### src/design/uer_pkg.sv
// Shared types and constants for the ultrasonic echo ranger.
package uer_pkg;

  localparam int unsigned NUM_CFG = 3;
  localparam int unsigned CFG_IDX_W = 2;
  localparam int unsigned CFG_DATA_W = 16;

  // Register indexes of the configuration port.
  localparam logic [CFG_IDX_W-1:0] CFG_TRIGGER = 2'd0;
  localparam logic [CFG_IDX_W-1:0] CFG_TIMEOUT = 2'd1;
  localparam logic [CFG_IDX_W-1:0] CFG_MAX_DIST = 2'd2;

  // Reset values of the registers.
  localparam logic [7:0] TRIGGER_RST = 8'd10;
  localparam logic [15:0] TIMEOUT_RST = 16'd3700;
  localparam logic [7:0] MAX_DIST_RST = 8'd99;

  // Request codes.
  localparam logic REQ_TICK = 1'b0;
  localparam logic REQ_START = 1'b1;

  // Distance = floor((ticks * 343 + 10000) / 20000), tracked incrementally.
  localparam int unsigned ACC_W = 15;
  localparam logic [ACC_W-1:0] DIST_STEP = 15'd343;
  localparam logic [ACC_W-1:0] DIST_DIV = 15'd20000;
  localparam logic [ACC_W-1:0] DIST_BIAS = 15'd10000;

  typedef enum logic [3:0] {
    PH_IDLE = 4'b0001,
    PH_TRIG = 4'b0010,
    PH_WAIT = 4'b0100,
    PH_MEAS = 4'b1000
  } phase_e;

  // One classified item as it sits in the queue.
  typedef struct packed {
    logic       is_start;
    logic [2:0] echo;
  } item_t;

  // Queue head as seen by the back end.
  typedef struct packed {
    logic  valid;
    item_t item;
  } head_t;

endpackage

### src/design/ultrasonic_echo_ranger.sv
// Top level of the ultrasonic echo ranger.
// The ranger takes one item per clock unless the output stalls: each tick or start
// transaction yields exactly one result transaction, held in the output register. Items
// pass through a two-entry queue into the sequencer, which updates its state and the
// registered result once per item; the echo-to-distance conversion is done incrementally
// with one add and compare per tick, sustaining one item per cycle when not stalled.
// Configuration writes are always accepted and should be made while the block is idle.
module ultrasonic_echo_ranger import uer_pkg::*; #(
  parameter int unsigned NUM_SENSORS = 3,
  parameter int unsigned COUNT_WIDTH = 16
) (
  input  logic                  clk_i,
  input  logic                  rst_ni,
  input  logic                  in_valid_i,
  output logic                  in_stall_o,
  input  logic                  req_type_i,
  input  logic [2:0]            echo_levels_i,
  output logic                  out_valid_o,
  input  logic                  out_stall_i,
  output logic [2:0]            trigger_lines_o,
  output logic                  busy_res_o,
  output logic                  sweep_done_o,
  output logic                  timed_out_o,
  output logic [23:0]           packed_distances_o,
  input  logic                  cfg_valid_i,
  output logic                  cfg_ready_o,
  input  logic [CFG_IDX_W-1:0]  cfg_index_i,
  input  logic [CFG_DATA_W-1:0] cfg_data_i
);

  head_t head;
  logic  pop;

  assign cfg_ready_o = 1'b1;

  uer_front u_front (
    .clk_i         (clk_i),
    .rst_ni        (rst_ni),
    .in_valid_i    (in_valid_i),
    .in_stall_o    (in_stall_o),
    .req_type_i    (req_type_i),
    .echo_levels_i (echo_levels_i),
    .head_o        (head),
    .pop_i         (pop)
  );

  uer_back #(
    .NUM_SENSORS (NUM_SENSORS),
    .COUNT_WIDTH (COUNT_WIDTH)
  ) u_back (
    .clk_i              (clk_i),
    .rst_ni             (rst_ni),
    .head_i             (head),
    .pop_o              (pop),
    .cfg_valid_i        (cfg_valid_i && cfg_ready_o),
    .cfg_index_i        (cfg_index_i),
    .cfg_data_i         (cfg_data_i),
    .out_valid_o        (out_valid_o),
    .out_stall_i        (out_stall_i),
    .trigger_lines_o    (trigger_lines_o),
    .busy_res_o         (busy_res_o),
    .sweep_done_o       (sweep_done_o),
    .timed_out_o        (timed_out_o),
    .packed_distances_o (packed_distances_o)
  );

endmodule

### src/design/uer_front.sv
// Front end: accepts items, classifies them and holds them in a two-entry queue.
module uer_front import uer_pkg::*; (
  input  logic       clk_i,
  input  logic       rst_ni,
  input  logic       in_valid_i,
  output logic       in_stall_o,
  input  logic       req_type_i,
  input  logic [2:0] echo_levels_i,
  output head_t      head_o,
  input  logic       pop_i
);

  item_t      slot_q [2];
  logic       wr_ptr_q, wr_ptr_d;
  logic       rd_ptr_q, rd_ptr_d;
  logic [1:0] fill_q, fill_d;
  logic       push;
  item_t      new_item;

  assign in_stall_o = (fill_q == 2'd2);
  assign push = in_valid_i && !in_stall_o;

  always_comb begin
    new_item.is_start = (req_type_i == REQ_START);
    new_item.echo = echo_levels_i;
  end

  assign head_o.valid = (fill_q != 2'd0);
  assign head_o.item = slot_q[rd_ptr_q];

  always_comb begin
    wr_ptr_d = wr_ptr_q;
    rd_ptr_d = rd_ptr_q;
    fill_d = fill_q;
    if (push) begin
      wr_ptr_d = ~wr_ptr_q;
    end
    if (pop_i) begin
      rd_ptr_d = ~rd_ptr_q;
    end
    if (push && !pop_i) begin
      fill_d = fill_q + 2'd1;
    end else if (!push && pop_i) begin
      fill_d = fill_q - 2'd1;
    end
  end

  always_ff @(posedge clk_i or negedge rst_ni) begin
    if (!rst_ni) begin
      wr_ptr_q <= 1'b0;
      rd_ptr_q <= 1'b0;
      fill_q <= 2'd0;
    end else begin
      wr_ptr_q <= wr_ptr_d;
      rd_ptr_q <= rd_ptr_d;
      fill_q <= fill_d;
    end
  end

  always_ff @(posedge clk_i) begin
    if (push) begin
      slot_q[wr_ptr_q] <= new_item;
    end
  end

endmodule

### src/design/uer_back.sv
// Back end: ranging sequencer, configuration registers and output register.
module uer_back import uer_pkg::*; #(
  parameter int unsigned NUM_SENSORS = 3,
  parameter int unsigned COUNT_WIDTH = 16
) (
  input  logic                  clk_i,
  input  logic                  rst_ni,
  input  head_t                 head_i,
  output logic                  pop_o,
  input  logic                  cfg_valid_i,
  input  logic [CFG_IDX_W-1:0]  cfg_index_i,
  input  logic [CFG_DATA_W-1:0] cfg_data_i,
  output logic                  out_valid_o,
  input  logic                  out_stall_i,
  output logic [2:0]            trigger_lines_o,
  output logic                  busy_res_o,
  output logic                  sweep_done_o,
  output logic                  timed_out_o,
  output logic [23:0]           packed_distances_o
);

  // The counter also times the trigger and the echo timeout, so it is never under 16 bits.
  localparam int unsigned CNT_W = (COUNT_WIDTH > 16) ? COUNT_WIDTH : 16;
  localparam logic [CNT_W-1:0] CNT_SAT = CNT_W'({COUNT_WIDTH{1'b1}});
  localparam logic [1:0] LAST_SENSOR = 2'(NUM_SENSORS - 1);

  logic [7:0]       trig_cfg_q;
  logic [15:0]      tout_cfg_q;
  logic [7:0]       max_cfg_q;

  phase_e           phase_q, phase_d;
  logic [1:0]       sensor_q, sensor_d;
  logic [CNT_W-1:0] cnt_q, cnt_d;
  logic [ACC_W-1:0] acc_q, acc_d;
  logic [7:0]       quot_q, quot_d;
  logic [2:0][7:0]  dist_q, dist_d;
  logic [23:0]      packed_q, packed_d;

  logic             out_valid_q, out_valid_d;
  logic [2:0]       trig_out_q, trig_out_d;
  logic             busy_q, busy_d;
  logic             done_q, done_d;
  logic             tout_q, tout_d;

  logic             level;
  logic [CNT_W-1:0] cnt_inc;
  logic [ACC_W-1:0] acc_inc;
  logic [7:0]       dist_clamped;

  assign pop_o = head_i.valid && (!out_valid_q || !out_stall_i);
  assign level = head_i.item.echo[sensor_q];
  assign cnt_inc = cnt_q + CNT_W'(1);
  assign acc_inc = acc_q + DIST_STEP;
  assign dist_clamped = (quot_q > max_cfg_q) ? max_cfg_q : quot_q;

  always_comb begin
    phase_d = phase_q;
    sensor_d = sensor_q;
    cnt_d = cnt_q;
    acc_d = acc_q;
    quot_d = quot_q;
    dist_d = dist_q;
    packed_d = packed_q;
    done_d = 1'b0;
    tout_d = 1'b0;
    if (head_i.item.is_start) begin
      if (phase_q == PH_IDLE) begin
        phase_d = PH_TRIG;
        sensor_d = 2'd0;
        cnt_d = '0;
      end
    end else begin
      case (phase_q)
        PH_IDLE: begin
        end
        PH_TRIG: begin
          cnt_d = cnt_inc;
          if (cnt_inc >= CNT_W'(trig_cfg_q)) begin
            phase_d = PH_WAIT;
            cnt_d = '0;
          end
        end
        PH_WAIT: begin
          if (level) begin
            phase_d = PH_MEAS;
            cnt_d = CNT_W'(1);
            // Distance accumulator after the first high tick.
            acc_d = DIST_BIAS + DIST_STEP;
            quot_d = 8'd0;
          end else if (cnt_q >= CNT_W'(tout_cfg_q)) begin
            phase_d = PH_IDLE;
            cnt_d = '0;
            sensor_d = 2'd0;
            tout_d = 1'b1;
          end else begin
            cnt_d = cnt_inc;
          end
        end
        PH_MEAS: begin
          if (level) begin
            if (cnt_q < CNT_SAT) begin
              cnt_d = cnt_inc;
              if (acc_inc >= DIST_DIV) begin
                acc_d = acc_inc - DIST_DIV;
                if (quot_q != 8'hff) begin
                  quot_d = quot_q + 8'd1;
                end
              end else begin
                acc_d = acc_inc;
              end
            end
          end else begin
            dist_d[sensor_q] = dist_clamped;
            cnt_d = '0;
            if (sensor_q == LAST_SENSOR) begin
              packed_d = {dist_d[2], dist_d[1], dist_d[0]};
              phase_d = PH_IDLE;
              sensor_d = 2'd0;
              done_d = 1'b1;
            end else begin
              sensor_d = sensor_q + 2'd1;
              phase_d = PH_TRIG;
            end
          end
        end
        default: begin
          phase_d = PH_IDLE;
        end
      endcase
    end
  end

  always_comb begin
    trig_out_d = (phase_d == PH_TRIG) ? (3'b001 << sensor_d) : 3'b000;
    busy_d = (phase_d != PH_IDLE);
    out_valid_d = pop_o ? 1'b1 : (out_stall_i && out_valid_q);
  end

  always_ff @(posedge clk_i or negedge rst_ni) begin
    if (!rst_ni) begin
      trig_cfg_q <= TRIGGER_RST;
      tout_cfg_q <= TIMEOUT_RST;
      max_cfg_q <= MAX_DIST_RST;
      phase_q <= PH_IDLE;
      sensor_q <= 2'd0;
      cnt_q <= '0;
      acc_q <= '0;
      quot_q <= 8'd0;
      dist_q <= '0;
      packed_q <= 24'd0;
      out_valid_q <= 1'b0;
    end else begin
      if (cfg_valid_i) begin
        case (cfg_index_i)
          CFG_TRIGGER: trig_cfg_q <= cfg_data_i[7:0];
          CFG_TIMEOUT: tout_cfg_q <= cfg_data_i;
          CFG_MAX_DIST: max_cfg_q <= cfg_data_i[7:0];
          default: begin
          end
        endcase
      end
      if (pop_o) begin
        phase_q <= phase_d;
        sensor_q <= sensor_d;
        cnt_q <= cnt_d;
        acc_q <= acc_d;
        quot_q <= quot_d;
        dist_q <= dist_d;
        packed_q <= packed_d;
      end
      out_valid_q <= out_valid_d;
    end
  end

  always_ff @(posedge clk_i) begin
    if (pop_o) begin
      trig_out_q <= trig_out_d;
      busy_q <= busy_d;
      done_q <= done_d;
      tout_q <= tout_d;
    end
  end

  assign out_valid_o = out_valid_q;
  assign trigger_lines_o = trig_out_q;
  assign busy_res_o = busy_q;
  assign sweep_done_o = done_q;
  assign timed_out_o = tout_q;
  assign packed_distances_o = packed_q;

endmodule

### config.mk
export PLATFORM = sky130hd
export DESIGN_NAME = ultrasonic_echo_ranger
export DESIGN_NICKNAME = d
export VERILOG_FILES = /design/src/design/uer_pkg.sv /design/src/design/ultrasonic_echo_ranger.sv /design/src/design/uer_front.sv /design/src/design/uer_back.sv
export SDC_FILE = /design/constraint.sdc
export NUM_CORES = 1
export LEC_CHECK = 0
export BUFFER_PORTS_ARGS = -buffer_cell sky130_fd_sc_hd__buf_4
export CORE_ASPECT_RATIO = 0.8
export CORE_MARGIN = 2
export CORE_UTILIZATION = 55
export CTS_CLUSTER_SIZE = 40
export DETAILED_ROUTE_END_ITERATION = 10
export PLACE_DENSITY = 0.77
export SETUP_SLACK_MARGIN = 0.3
export SLEW_MARGIN = 0
export SYNTH_ARGS = -nofsm -noshare
export SYNTH_HDL_FRONTEND = slang
export SYNTH_SLANG_ARGS = --single-unit
### constraint.sdc
create_clock -name clk_i -period 3.8 [get_ports clk_i]
set_input_delay 0.38 -clock clk_i [delete_from_list [all_inputs] [get_ports clk_i]]
set_output_delay 0.38 -clock clk_i [all_outputs]
set_load 0.05 [all_outputs]
==> impl_results.md <==
* Status: finished clean
* Req. time, crit path at 4150 ps
* Routability cong. at 0.8984
* Critical Path End: u_back.cnt_q[13]
* DR WL/cell at 17.33 microns
* Syn Nets at 904
* Reg-to-Reg Start: u_back.cnt_q[0]
* Total of fill cells in the finished design at 1083
* Fin crit share at 89.45%
* Multi-input logic area at 0.004146 sq mm
* Routed wl met2 at 8833 microns
* Global-route usage over all layers at 24.92%
* Dpl cells at 1058
* Cts bufs inserted at 17
* Post-cts hold buffer count at 0
* Max stage delay on crit path at 400 ps
* Final worst slack at 400.8 ps
* Share of layout cells above drive strength 1 at 22.44%
* RSZ-0062 raised after global routing: no
* Post-DP HPWL at 12930 microns
* MaxCap Viol Count at 0
* Leakage at 4.392 nW
* First-pass DRT Iterations at 5
* Final nets at 970
* Vias/cell at 5.833
* Initial Utilization at 55.90%
* Area share of the largest cell type after synthesis at 34.17%
* Storage cell area at 0.003498 sq mm
* Crit path DAT at 3750 ps
* Sequential area share after synthesis at 44.13%
* First-pass GRT wire length at 30880 microns
* Die area at 0.01536 sq mm
* Clock latency on the worst-skew pair at 430 ps
* Clock slew at reported path FFs at 60 ps
* Final Max Slew Viols at 0
* R2r endpoint: u_back.cnt_q[13]
* F_max at 294.2 MHz
* Fin. Hold Viols at 0
* CTS Sinks at 136
* Yosys cell types at 80
* Sequential share of power at 36.6%
* Die Width at 138.1 microns
* Worst Setup Start Kind: flop
* Detailed-route via count at 6428
* Clock period minus final worst setup slack at 3399 ps
* Number of enable flip-flop cells after synthesis at 14
* Final cell count without fillers at 1102
* CP delay by family, top: compound AO/OA/AOI/OAI gates
* Fraction of registers with async set or reset after synthesis at 89.71%
* Port bufs at 58
* IO Count at 60
* Initial antenna violation count at 0
* Setup TNS at 0 ps
* Crit Path Category: reg2reg
* Top post-synthesis cells by count: nand2_1 (127), dfrtp_1 (108), inv_1 (53), nor2_1 (53)
* Row count at 39
* H-tree depth at 4
* Routed metal-1 wirelength at 8841 microns
* R2R depth at 14
* DR top layer: met4
* Primary FF master, synth: dfrtp_1
* Initial DRC count at 568
* Ant. Diodes at 0
* Synth area leader: dfrtp_1
* Largest net degree at the start of global routing at 66
* Sw frac at 34.06%
* Worst R2R Setup Slack at 400 ps
* Finished Core Util at 66.24%
* Grt total ovfl at 0
* Cells after Synth at 839
* Worst vdd ir at 0.0004291 V
* Vias in the first global route at 6011
* DRC at 0
* Comb pwr share at 31.1%
* PD cells at 544.8 mW/mm^2
* Stages on worst setup path at 14
* Routed Antenna Nets at 0
* CP max stage cell: dfrtp_1
* Crit end category: flop
* Worst-case clock buffer depth at 2
* Internal power at 3.367 mW
* Clock skew at 10.99 ps
* Min-delay worst type: in2async
* Core region area at 0.01415 sq mm
* Mapped cell area at 0.007910 sq mm
* Die Y at 111.3 microns
* Root Buffer: clkbuf_16
* Yosys warning count at 0
* Slew margin rel. at 38.16%
* WHS at 38.93 ps
* CTS tree: yes
* Clk pwr share at 32.2%
* Largest cells by area after synthesis: dfrtp_1 (34%), nand2_1 (6.0%), ha_1 (6.0%)
* Worst-Margin Slew at 924.8 ps
* Crit path buffers/inverters at 1
* Post-place setup slack at 92.61 ps
* Sw Pwr at 1.740 mW
* #FFs+latches synth at 136
* Crit. Startpoint: u_back.cnt_q[0]
* Worst-path maximum fanout at 5
* Final wirelength at 19100 microns
* Most frequent cell after synthesis: nand2_1
* Mean post-synth cell area at 9.428 sq um
* Worst-path cell chain: ha_4, nand2_2, or3_4, xnor2_2, ha_1, a21oi_2, o22ai_2, a2111oi_2, nand4_1, o32a_1, a21boi_4, clkbuf_16, nand2b_1, a31oi_1
* Area Growth Syn to Fin at 18.51%
* Final setup violating endpoints at 0
* Metal3 WL at 1163 microns
## routing by layer
metal,GRT usage (%),vias up
li1,-,3102
met1,35.79,3096
met2,38.28,205
met3,5.270,25
met4,7.415,0
met5,0,-
## metrics by stage
step	area [sq um]	power, mW
3_5_place_dp	8524	3.306
4_1_cts	9160	4.986
2_1_floorplan	7910	2.923
6_report	9374	5.107
5_1_grt	9374	5.364
3_3_place_gp	8524	3.278
## cells by family (layout without fill, tap and decap cells)
group                      Yosys count  in the layout  share of synthesized area (%)
adders and majority gates           38             38                          6.011
and+or+nand+nor                    309            309                          19.16
xor gates and xnor gates            27             27                          2.990
other                                1              1                        0.04741
buffers and inverters               94            173                          4.982
DFF                                136            136                          44.13
AOI/OAI and AO/OA                  188            188                          16.23
muxes                               46             46                          6.454
## cell usage in the layout (no fill, tap or decap), drive strengths merged, types with 9 or more instances in the layout
master / n
and3: 13
clkbuf: 24
or3: 11
nand2b: 12
inv: 54
dfstp: 14
a21o: 13
mux2: 30
and2: 14
nand4: 15
edfxtp: 14
nor2: 53
o21ai: 48
xor2: 12
nand3: 24
a21oi: 46
buf: 85
mux2i: 15
nand2: 127
ha: 38
dfrtp: 108
xnor2: 15
nor3: 9
a31oi: 14
## how the worst min path moves through the flow
stage / cells after the start / endpoint
after floorplan: 0 / u_back.acc_q[0]
after global routing: 1 / u_back.packed_distances_o[9]
after detailed placement: 2 / u_back.packed_distances_o[5]
after CTS: 1 / u_back.dist_q[9]
after global placement: 2 / u_back.packed_distances_o[11]
final: 1 / u_back.packed_distances_o[9]
## final cells by class
class | instances | share of cell area, %
clock buffer | 22 | 5.299
clock inverter | 10 | 0.9744
inverter | 54 | 2.162
multi-input combinational | 609 | 44.23
sequential | 136 | 37.32
tap | 184 | 2.456
timing repair buffer | 87 | 7.555
## sequential cells by signal (all words and copies together), names as in the netlist, 2 cells and up
| register | count |
|---|---|
| u_back.cnt_q | 16 |
| u_back.max_cfg_q | 8 |
| u_back.trig_cfg_q | 8 |
| u_back.quot_q | 8 |
| u_back.acc_q | 15 |
| u_front.slot_q | 8 |
| u_back.tout_cfg_q | 16 |
| u_back.trigger_lines_o | 3 |
| u_back.dist_q | 16 |
| u_back.sensor_q | 2 |
| u_back.packed_distances_o | 24 |
| u_back.phase_q | 4 |
| u_front.fill_q | 2 |
## timing repair
item                       in CTS  in global routing
gates cloned                    0                  3
gates resized for setup         6                 24
setup endpoints to repair      20                 35
buffers inserted                2                  7
pin swaps                       2                 15
## power by group through the flow
stage	registers, mW	clock network [mW]	logic, mW
6_report	1.87	1.65	1.59
5_1_grt	1.90	1.73	1.73
4_1_cts	1.87	1.66	1.46
3_5_place_dp	1.89	0	1.42
3_3_place_gp	1.88	0	1.40
2_1_floorplan	1.89	0	1.03
Power figures use the tool's default switching activity.
